## config.mk

```make
export PLATFORM = sky130hd
export DESIGN_NAME = sensor_event_parser_status
export DESIGN_NICKNAME = d
export VERILOG_FILES = /design/src/sep_pkg.sv /design/src/sensor_event_parser_status.sv
export VERILOG_INCLUDE_DIRS = /design/src /design/src/src
export SDC_FILE = /design/constraint.sdc
export NUM_CORES = 1
export LEC_CHECK = 0
export BUFFER_PORTS_ARGS = -buffer_cell sky130_fd_sc_hd__clkbuf_2
export CORE_MARGIN = 5
export CORE_UTILIZATION = 30
export DETAILED_ROUTE_END_ITERATION = 8
export GPL_TIMING_DRIVEN = 0
export PLACE_DENSITY = 0.42
export RECOVER_POWER = 100
export SYNTH_ARGS = -nofsm -noshare
export SYNTH_HDL_FRONTEND = slang
export SYNTH_SLANG_ARGS = --single-unit
```

## constraint.sdc

```tcl
create_clock -name aclk -period 10.87 [get_ports aclk]
set_clock_uncertainty 0.2 [all_clocks]
set_input_delay 2.174 -clock aclk [delete_from_list [all_inputs] [get_ports aclk]]
set_output_delay 2.174 -clock aclk [all_outputs]
set_load 0.01 [all_outputs]
```

## src/sensor_event_parser_status_defines.svh

```systemverilog
// ----------------------------------------------------------------------------
// Sensor event parser assertion macros
// Assertion wrappers shared by the sensor event parser; they reduce to
// nothing when the design is built for synthesis.
// ----------------------------------------------------------------------------
`ifndef SENSOR_EVENT_PARSER_STATUS_DEFINES_SVH
`define SENSOR_EVENT_PARSER_STATUS_DEFINES_SVH

`ifndef SYNTHESIS
// Checked on every rising clock edge outside reset.
`define SEP_ASSERT(label, prop, msg) \
    label: assert property (@(posedge aclk) disable iff (!aresetn) prop) else $error(msg);
// Checked on every rising clock edge, reset included.
`define SEP_ASSERT_ALWAYS(label, prop, msg) \
    label: assert property (@(posedge aclk) prop) else $error(msg);
`else
`define SEP_ASSERT(label, prop, msg)
`define SEP_ASSERT_ALWAYS(label, prop, msg)
`endif

`endif

```

## src/sep_pkg.sv

```systemverilog
// ----------------------------------------------------------------------------
// Sensor event parser package
// Constants, codes and types used by the sensor event parser.
// ----------------------------------------------------------------------------
package sep_pkg;

    // Sensor slots and the payload window.
    localparam int SENSOR_SLOTS  = 2;
    localparam int SENSOR_W      = 1;
    localparam int PAYLOAD_LIMIT = 48;
    localparam int POS_W         = 6;
    localparam int NUM_W         = 32;

    localparam logic [POS_W-1:0] POS_END = POS_W'(PAYLOAD_LIMIT - 1);

    // Length of the word that marks an open sensor.
    localparam logic [2:0] OPEN_LEN = 3'd4;

    // Characters the parser looks for.
    localparam logic [7:0] CH_COLON = 8'h3A;
    localparam logic [7:0] CH_ZERO  = 8'h30;
    localparam logic [7:0] CH_NINE  = 8'h39;
    localparam logic [7:0] CH_PLUS  = 8'h2B;
    localparam logic [7:0] CH_MINUS = 8'h2D;
    localparam logic [7:0] CH_SPACE = 8'h20;
    localparam logic [7:0] CH_TAB   = 8'h09;
    localparam logic [7:0] CH_CR    = 8'h0D;
    localparam logic [7:0] CH_NUL   = 8'h00;

    // Input transaction kinds.
    typedef enum logic [1:0] {
        ACT_BYTE      = 2'd0,
        ACT_LINK_UP   = 2'd1,
        ACT_LINK_LOST = 2'd2,
        ACT_NONE      = 2'd3
    } action_t;

    // Result kinds.
    typedef enum logic [1:0] {
        RES_EVENT     = 2'd0,
        RES_MALFORMED = 2'd1,
        RES_LINK      = 2'd2
    } result_kind_t;

    // Room colour codes.
    typedef enum logic [1:0] {
        COL_YELLOW = 2'd0,
        COL_RED    = 2'd1,
        COL_GREEN  = 2'd2
    } colour_t;

    // Parser phases.
    typedef enum logic [5:0] {
        PH_NAME   = 6'b000001,
        PH_STATE  = 6'b000010,
        PH_SPACE  = 6'b000100,
        PH_SIGN   = 6'b001000,
        PH_DIGITS = 6'b010000,
        PH_DONE   = 6'b100000
    } phase_t;

    // One character of the open word, by position.
    function automatic logic [7:0] open_char(input logic [1:0] idx);
        logic [7:0] ch;
        unique case (idx)
            2'd0: ch = 8'h4F;
            2'd1: ch = 8'h50;
            2'd2: ch = 8'h45;
            2'd3: ch = 8'h4E;
            default: ch = 8'h4F;
        endcase
        return ch;
    endfunction

endpackage

```

## src/sensor_event_parser_status.sv

```systemverilog
// ----------------------------------------------------------------------------
// Sensor event parser and room status
// Parses ID:STATE:seq notifications byte by byte, tracks per-sensor sequence
// numbers, open flags and link state, and reports the room colour.
// ----------------------------------------------------------------------------
// The block takes one input transaction in every cycle that s_tready is high:
// each payload byte or link event is processed in a single registered pass, and
// the result of the transaction that produces one (the final byte of a payload
// or a link event) appears on the master side in the next cycle. The only
// pipeline stage is the output register, so s_tready is low only while that
// register holds a result that the downstream side has not taken; sustained
// throughput is one transaction per clock. Payload bytes of both sensors share
// one parser, and the result belongs to the sensor named with the final byte.
`include "sensor_event_parser_status_defines.svh"

module sensor_event_parser_status (
    input  logic        aclk,
    input  logic        aresetn,
    // Input channel
    input  logic        s_tvalid,
    output logic        s_tready,
    input  logic [15:0] s_tdata,   // [0] sensor_index, [8:1] data_byte, rest zero
    input  logic [1:0]  s_tuser,   // [1:0] action
    input  logic        s_tlast,   // last_byte
    // Result channel
    output logic        m_tvalid,
    input  logic        m_tready,
    output logic [71:0] m_tdata,   // [0] source_sensor, [1] opened,
                                   // [33:2] event_number, [65:34] lost_count,
                                   // [67:66] room_colour, rest zero
    output logic [1:0]  m_tuser    // [1:0] result_kind
);
    import sep_pkg::*;

    // Input field decode
    logic                s_fire;
    action_t             act;
    logic [SENSOR_W-1:0] idx;
    logic [7:0]          ch;
    logic                slot_ok;

    assign s_fire  = s_tvalid && s_tready;
    assign act     = action_t'(s_tuser);
    assign idx     = s_tdata[SENSOR_W-1:0];
    assign ch      = s_tdata[8:1];
    assign slot_ok = (32'(idx) < 32'(SENSOR_SLOTS));

    // Parser and sensor state
    logic [POS_W-1:0] pos_reg, pos_next;
    phase_t           phase_reg, phase_next;
    logic [2:0]       match_cnt_reg, match_cnt_next;
    logic             match_ok_reg, match_ok_next;
    logic [NUM_W-1:0] acc_reg, acc_next;
    logic             neg_reg, neg_next;
    logic             sat_reg, sat_next;
    logic [NUM_W-1:0] prev_reg [SENSOR_SLOTS];
    logic [NUM_W-1:0] prev_next [SENSOR_SLOTS];
    logic [SENSOR_SLOTS-1:0] open_reg, open_next;
    logic [SENSOR_SLOTS-1:0] link_reg, link_next;

    // Output register
    logic             m_valid_reg, m_valid_next;
    result_kind_t     kind_reg, kind_next;
    logic             src_reg, src_next;
    logic             opened_reg, opened_next;
    logic [NUM_W-1:0] num_reg, num_next;
    logic [NUM_W-1:0] lost_reg, lost_next;
    colour_t          colour_reg, colour_next;

    // Working values of the single pass
    logic             is_digit;
    logic             is_space;
    logic [3:0]       digit;
    logic [35:0]      prod;
    logic             emit;
    logic [NUM_W-1:0] seq;
    logic [NUM_W-1:0] prev_sel;
    logic             opened_now;
    logic             any_lost;
    logic             any_open;

    assign s_tready = !m_valid_reg || m_tready;

    // Character classes and the decimal step (x * 8 + x * 2 + digit).
    assign is_digit = (ch >= CH_ZERO) && (ch <= CH_NINE);
    assign is_space = (ch == CH_SPACE) || ((ch >= CH_TAB) && (ch <= CH_CR));
    assign digit    = 4'(ch - CH_ZERO);
    assign prod     = ({4'b0, acc_reg} << 3) + ({4'b0, acc_reg} << 1) + {32'b0, digit};

    // Next state of parser, sensor flags and output register.
    always_comb begin
        pos_next       = pos_reg;
        phase_next     = phase_reg;
        match_cnt_next = match_cnt_reg;
        match_ok_next  = match_ok_reg;
        acc_next       = acc_reg;
        neg_next       = neg_reg;
        sat_next       = sat_reg;
        prev_next      = prev_reg;
        open_next      = open_reg;
        link_next      = link_reg;
        emit           = 1'b0;
        kind_next      = kind_reg;
        src_next       = src_reg;
        opened_next    = opened_reg;
        num_next       = num_reg;
        lost_next      = lost_reg;
        seq            = '0;
        prev_sel       = prev_reg[idx];
        opened_now     = 1'b0;

        if (s_fire && slot_ok) begin
            if ((act == ACT_LINK_UP) || (act == ACT_LINK_LOST)) begin
                // Link change: update the flag and report it.
                link_next[idx] = (act == ACT_LINK_UP);
                emit           = 1'b1;
                kind_next      = RES_LINK;
                src_next       = idx;
                opened_next    = 1'b0;
                num_next       = '0;
                lost_next      = '0;
            end else if (act == ACT_BYTE) begin
                // Take the byte if it is still inside the payload window.
                if (pos_reg < POS_END) begin
                    if (ch == CH_NUL) begin
                        pos_next = POS_END;
                    end else begin
                        pos_next = pos_reg + 1'b1;
                        if ((phase_reg != PH_NAME) && (match_cnt_reg < OPEN_LEN)) begin
                            if (ch != open_char(match_cnt_reg[1:0])) begin
                                match_ok_next = 1'b0;
                            end
                            match_cnt_next = match_cnt_reg + 1'b1;
                        end
                        unique case (phase_reg)
                            PH_NAME: begin
                                if (ch == CH_COLON) phase_next = PH_STATE;
                            end
                            PH_STATE: begin
                                if (ch == CH_COLON) phase_next = PH_SPACE;
                            end
                            PH_SPACE, PH_SIGN, PH_DIGITS: begin
                                if (is_digit) begin
                                    if (prod[35:32] != 4'd0) begin
                                        sat_next = 1'b1;
                                        acc_next = '1;
                                    end else begin
                                        acc_next = prod[31:0];
                                    end
                                    phase_next = PH_DIGITS;
                                end else if ((phase_reg == PH_SPACE) && is_space) begin
                                    phase_next = PH_SPACE;
                                end else if ((phase_reg == PH_SPACE) &&
                                             ((ch == CH_PLUS) || (ch == CH_MINUS))) begin
                                    neg_next   = (ch == CH_MINUS);
                                    phase_next = PH_SIGN;
                                end else begin
                                    phase_next = PH_DONE;
                                end
                            end
                            PH_DONE: begin
                                phase_next = PH_DONE;
                            end
                            default: begin
                                phase_next = phase_reg;
                            end
                        endcase
                    end
                end

                // The final byte closes the payload.
                if (s_tlast) begin
                    emit     = 1'b1;
                    src_next = idx;
                    if ((phase_next == PH_NAME) || (phase_next == PH_STATE)) begin
                        kind_next   = RES_MALFORMED;
                        opened_next = 1'b0;
                        num_next    = '0;
                        lost_next   = '0;
                    end else begin
                        opened_now = match_ok_next && (match_cnt_next == OPEN_LEN);
                        if (sat_next) begin
                            seq = '1;
                        end else if (neg_next) begin
                            seq = NUM_W'(0) - acc_next;
                        end else begin
                            seq = acc_next;
                        end
                        kind_next   = RES_EVENT;
                        opened_next = opened_now;
                        num_next    = seq;
                        if ((prev_sel != '0) &&
                            ({1'b0, seq} > ({1'b0, prev_sel} + 33'd1))) begin
                            lost_next = seq - prev_sel - NUM_W'(1);
                        end else begin
                            lost_next = '0;
                        end
                        prev_next[idx] = seq;
                        open_next[idx] = opened_now;
                    end
                    // Every closed payload starts a fresh parse.
                    pos_next       = '0;
                    phase_next     = PH_NAME;
                    match_cnt_next = '0;
                    match_ok_next  = 1'b1;
                    acc_next       = '0;
                    neg_next       = 1'b0;
                    sat_next       = 1'b0;
                end
            end
        end
    end

    // Room colour after the update: lost link first, then open, then closed.
    always_comb begin
        any_lost = 1'b0;
        any_open = 1'b0;
        for (int i = 0; i < SENSOR_SLOTS; i++) begin
            if (!link_next[i]) any_lost = 1'b1;
            if (open_next[i])  any_open = 1'b1;
        end
        colour_next = colour_reg;
        if (emit) begin
            priority if (any_lost) begin
                colour_next = COL_YELLOW;
            end else if (any_open) begin
                colour_next = COL_RED;
            end else begin
                colour_next = COL_GREEN;
            end
        end
    end

    // Output valid: loaded by a transaction that yields a result.
    always_comb begin
        m_valid_next = m_valid_reg;
        if (s_fire) begin
            m_valid_next = emit;
        end else if (m_tready) begin
            m_valid_next = 1'b0;
        end
    end

    // Control and state registers
    always_ff @(posedge aclk) begin
        if (!aresetn) begin
            pos_reg       <= '0;
            phase_reg     <= PH_NAME;
            match_cnt_reg <= '0;
            match_ok_reg  <= 1'b1;
            acc_reg       <= '0;
            neg_reg       <= 1'b0;
            sat_reg       <= 1'b0;
            for (int i = 0; i < SENSOR_SLOTS; i++) begin
                prev_reg[i] <= '0;
            end
            open_reg      <= '0;
            link_reg      <= '0;
            m_valid_reg   <= 1'b0;
        end else begin
            pos_reg       <= pos_next;
            phase_reg     <= phase_next;
            match_cnt_reg <= match_cnt_next;
            match_ok_reg  <= match_ok_next;
            acc_reg       <= acc_next;
            neg_reg       <= neg_next;
            sat_reg       <= sat_next;
            prev_reg      <= prev_next;
            open_reg      <= open_next;
            link_reg      <= link_next;
            m_valid_reg   <= m_valid_next;
        end
    end

    // Result payload registers
    always_ff @(posedge aclk) begin
        kind_reg   <= kind_next;
        src_reg    <= src_next;
        opened_reg <= opened_next;
        num_reg    <= num_next;
        lost_reg   <= lost_next;
        colour_reg <= colour_next;
    end

    assign m_tvalid = m_valid_reg;
    assign m_tuser  = kind_reg;
    assign m_tdata  = {4'b0, colour_reg, lost_reg, num_reg, opened_reg, src_reg};

    // Checks on the parser and the result path
    `SEP_ASSERT(a_pos_window, pos_reg <= POS_END, "byte position beyond payload window")
    `SEP_ASSERT(a_match_len, match_cnt_reg <= OPEN_LEN, "open word match count overran")
    `SEP_ASSERT(a_phase_onehot, $onehot(phase_reg), "parser phase is not one-hot")
    `SEP_ASSERT(a_link_payload,
        (m_valid_reg && (kind_reg == RES_LINK)) |->
            (!opened_reg && (num_reg == '0) && (lost_reg == '0)),
        "link result carries event data")
    `SEP_ASSERT(a_last_yields,
        (s_fire && (act == ACT_BYTE) && s_tlast && slot_ok) |=> m_valid_reg,
        "final payload byte gave no result")

endmodule
```

==> metrics, run 1 <==
outcome complete, but fails checks; failing checks max-capacitance violations, max-slew violations; CTS hold repair buffers 0; Worst Setup End Kind register; FF-to-FF setup slack 1.91 ns; CTS tree built; Max clock buf depth 2; Slew @ Worst Pin 1.69 ns; Die ar. 53900 µm²; Die Y 232 µm; drt first pass iters 5; Post-Route Setup TNS 0 ns; die width 232 µm; first-iteration detailed-routing DRC count 774; Slew HR -13.8%; synthesized area 14800 µm²; DRT Wirelength 49000 µm; Crit Path Max Fanout 9; power per cell area 88.3 nW/µm²; final worst-path cycle share 95.8%; first-pass GRT wire length 75000 µm; routability cong. 0.888; yosys warns 0; initial antenna violation count 0; Placed Area 16200 µm²; Layout area overhead 13.5%; worst hold slack 0.288 ns; commonest non-fill, non-tap cell in the layout nand2_1; HPWL Detailed 39800 µm; Clock Latency Late Sink 0.47 ns; max reg flops 64; Pleak 7.61 nW; VDD IR max 85.0 µV; Initial Utilization 30.3%; Congestion Overflow GR 0; Max stage delay on crit path 0.60 ns; IO Pins 99; total CTS buffers 17; Slowest-stage cell, CP fa_1; most frequent cells in the layout nand2_1, nor2_1, clkbuf_1, ha_1, dfxtp_1; ANT cells 0; layout cells sized above 1 7.37%; most used cell, CP inv_1; DP Cell Count 2526; IO Port Bufs 83; Seq/Total Area, Yosys 30.3%; Hold Path Class register to register; CTS sink cnt 189; Root Buffer clkbuf_16; critical path type input port to register; Seq cells post-synth 189; synthesized area per cell 8.37 µm²; routed wire length per instance 19.1 µm; drt via density 5.19; Max Slew Vio Count 10; clock-pin slew on the worst setup and hold paths 0.08 ns; maxcap violations 1; critical path data arrival time 10.50 ns; DR vias 13300; Final Power 0.00148 W; library cells used by synthesis 94; # setup viols final 0; Total Routing Usage GR 17.8%; Final ANT Viol Nets 0; synthesized instance count 1768; fin cells 2564; Hold Violations, Final 0; Final Cell Area 16800 µm²; f_max 96.0 MHz; vias in the first global route 12800; core box area 48800 µm²; clock period minus final worst setup slack 10.42 ns; num rows 81; largest net degree at the start of global routing 17; Critical Path Start Type input port; Async SR Flop Fraction 0%; Data required, critical path 10.96 ns; DRC Markers 0; Main synth FF type dfxtp_1; H-tree depth 4; fin nets 2047; number of enable flip-flop cells after synthesis 70
## synthesized netlist by cell type (all sizes together) (12+ instances only)
| cell type | count | area share (%) |
|---|---|---|
| a21boi | 21 | 1.1 |
| a21o | 28 | 1.4 |
| a21oi | 103 | 3.5 |
| a31oi | 21 | 0.89 |
| and2 | 38 | 1.6 |
| and3 | 19 | 0.80 |
| buf | 31 | 1.2 |
| clkbuf | 62 | 1.6 |
| dfxtp | 119 | 16 |
| edfxtp | 70 | 14 |
| ha | 134 | 11 |
| inv | 70 | 1.8 |
| mux2i | 36 | 2.4 |
| nand2 | 187 | 4.7 |
| nand2b | 14 | 0.59 |
| nand3 | 37 | 1.3 |
| nand4 | 25 | 1.1 |
| nor2 | 170 | 4.4 |
| nor2b | 32 | 1.4 |
| nor3 | 51 | 1.8 |
| nor4 | 26 | 1.3 |
| o211a | 63 | 4.3 |
| o21a | 16 | 0.81 |
| o21ai | 112 | 3.8 |
| o31ai | 12 | 0.74 |
| or3 | 21 | 0.89 |
| xnor2 | 58 | 3.5 |
| xor2 | 44 | 2.6 |
## metal layers
layer  part of all wire (%)  up-vias  GRT usage [%]
li1                       -     6689              -
met1                     47     6266           24.0
met2                     46      283           29.3
met3                    4.2       60           2.54
met4                    2.9        0           6.09
met5                      0        -              0
## final timing paths
kind,start,to,depth (start not counted)
worst min register to register,prev_reg[50],prev_reg[50],2
worst max-delay path,s_tdata[4],lost_reg[31],35
worst min-delay path,prev_reg[50],prev_reg[50],2
worst max register to register,acc_reg[2],lost_reg[31],34
## stage by stage
| step | utilization (%) | setup WS, ns |
|---|---|---|
| 2_1_floorplan | - | 1.11 |
| 3_3_place_gp | 32.9 | -1.50 |
| 3_5_place_dp | 33.1 | -1.51 |
| 4_1_cts | 34.5 | 0.00286 |
| 5_1_grt | 34.4 | -0.0263 |
| 6_report | 34.4 | 0.453 |
## layout make-up
type	count	area (µm²)
tap	664	831
buffer	93	419
inverter	70	265
clock inverter	12	133
clock buffer	20	458
multi-input combinational	1419	9800
sequential	189	4480
fill	5288	32100
timing repair buffer	97	408
## timing repair
item / in CTS / in global routing
endpoints found under the setup margin: 32 / 32
setup buffers: 0 / 6
pin swaps: 0 / 7
gates resized for setup: 17 / 22
## report_power, final
part	internal (W)	switching [W]	leakage, nW
clock	0.000355	0.000301	0.296
combinational	0.0000207	0.0000544	5.67
sequential	0.000747	0.00000416	1.64
total	0.00112	0.000359	7.61
## worst max-delay path, delay by kind of cell
family,cells,cell delay (ns)
adder cells (fa/ha/maj),4,1.52
multiplexers,1,0.26
buffers and inverters,5,0.62
AND/OR/NAND/NOR,11,2.52
AO/OA/AOI/OAI,14,3.37
## logic make-up (layout without fill, tap and decap cells)
group           after synthesis  in the layout  synth area share (%)
compound gates              481            481                  22.8
xor+xnor                    102            102                  6.09
fa+ha+maj                   137            137                  11.7
buf+inv                     163            292                  4.58
flops                       189            189                  30.3
mux                          40             40                  2.74
other cells                   1              4                0.0253
simple gates                655            655                  21.7
Note: power is estimated with default switching activity, not from simulation.
==> run 2, diff against run 1 <==
--- a/config.mk
+++ b/config.mk
@@ -10,6 +10,6 @@
 export CORE_MARGIN = 5
-export CORE_UTILIZATION = 30
+export CORE_UTILIZATION = 52
 export DETAILED_ROUTE_END_ITERATION = 8
 export GPL_TIMING_DRIVEN = 0
-export PLACE_DENSITY = 0.42
+export PLACE_DENSITY = 0.67
 export RECOVER_POWER = 100
==> constraint.sdc (replaced) <==
create_clock -name aclk -period 10.87 [get_ports aclk]
set_clock_uncertainty 0.2 [all_clocks]
set_input_delay 0.5435 -clock aclk [delete_from_list [all_inputs] [get_ports aclk]]
set_output_delay 0.5435 -clock aclk [all_outputs]
set_load 0.01 [all_outputs]
==> metrics, run 2 (synthesis results as in run 1) <==
outcome complete, but fails checks; failing checks max-capacitance violations, max-slew violations; Slew HR -11.3%; R2R depth 36; Crit Path Max Fanout 10; CTS hold repair buffers 0; M2 GR Usage 43.0%; FF-to-FF setup slack 0.63 ns; num rows 61; fin cells 2271; most used cell, CP a21oi_1; drt via density 6.10; DRC Markers 0; IO Pins 99; VDD IR max 104 µV; Placed Area 15800 µm²; die width 179 µm; clock period minus final worst setup slack 10.24 ns; routing usage on met1 37.8%; power per cell area 91.4 nW/µm²; critical path type register to register; most frequent cells in the layout nand2_1, nor2_1, clkbuf_1, ha_1, dfxtp_1; Post-CTS Setup Bufs 0; critical path data arrival time 10.23 ns; Root Buffer clkbuf_16; Slowest-stage cell, CP nor4_1; core box area 27900 µm²; Max clock buf depth 2; Initial Utilization 53.0%; Slew @ Worst Pin 1.65 ns; Critical Path Start Type register; Die ar. 31900 µm²; Post-Route Setup TNS 0 ns; routed wire length per instance 19.2 µm; Congestion Overflow GR 0; drt first pass iters 6; hold path depth 1; Hold Violations, Final 0; met3 GRT Util 5.40%; Layout area overhead 9.19%; first-pass GRT wire length 68800 µm; max reg flops 64; f_max 97.7 MHz; CTS sink cnt 189; Worst Setup End Kind register; DR vias 13800; initial antenna violation count 1; Data required, critical path 10.86 ns; Max stage delay on crit path 0.85 ns; Max Slew Vio Count 21; # setup viols final 0; IO Port Bufs 83; Final Cell Area 16200 µm²; commonest non-fill, non-tap cell in the layout nand2_1; final worst-path cycle share 94.2%; Hold Path Class input port to register; first-iteration detailed-routing DRC count 1270; routability cong. 0.931; largest net degree at the start of global routing 17; grt peak-use layer met2; HPWL Detailed 34600 µm; clock-pin slew on the worst setup and hold paths 0.08 ns; H-tree depth 4; RSZ-0062 raised after global routing false; fin nets 2040; maxcap violations 2; Crit path max-delay family compound AO/OA/AOI/OAI gates; Clock Latency Late Sink 0.45 ns; vias in the first global route 13000; Total Routing Usage GR 27.1%; ANT cells 0; WP depth 36; Final ANT Viol Nets 0; # resized after CTS 0; Buf/Inv on CP 5; DP Cell Count 2239; Die Y 179 µm; CTS tree built; layout cells sized above 1 5.02%; DRT Wirelength 43700 µm; Pleak 7.44 nW; total CTS buffers 17
run 2: cell count changes in the layout (fill, tap and decap cells not counted), sizes merged:
cell and change:
buf -11, clkbuf +4, clkinv -1, clkinvlp +1
run 2: cell type report:
type,instances,area (µm²)
sequential,189,4480
clock inverter,12,134
timing repair buffer,90,349
multi-input combinational,1419,9590
clock buffer,20,458
fill,2684,11800
inverter,70,263
buffer,93,404
tap,378,473
run 2: final timing paths:
path | startpoint | endpoint
max | acc_reg[2] | lost_reg[19]
min reg2reg | prev_reg[18] | prev_reg[18]
max reg2reg | acc_reg[2] | lost_reg[19]
min | s_tdata[0] | src_reg
run 2: power by group:
part           switching, W  internal (W)
logic             0.0000532     0.0000206
registers        0.00000441      0.000747
clock network      0.000296      0.000355
total              0.000354       0.00112
run 2: through the flow:
step | worst slack [ns] | power, W | hold slack [ns] | util (%)
2_1_floorplan | 2.74 | 0.000813 | 0.243 | -
3_3_place_gp | 0.693 | 0.000846 | 0.255 | 56.2
3_5_place_dp | 0.675 | 0.000848 | 0.262 | 56.5
4_1_cts | 0.934 | 0.00148 | 0.0769 | 58.6
5_1_grt | 0.0732 | 0.00152 | 0.0764 | 57.8
6_report | 0.631 | 0.00148 | 0.0871 | 57.8
run 2: layer usage:
layer | vias up | share of wire [%]
li1 | 6666 | -
met1 | 6586 | 46
met2 | 522 | 45
met3 | 69 | 7.7
met4 | 0 | 1.9
met5 | - | 0
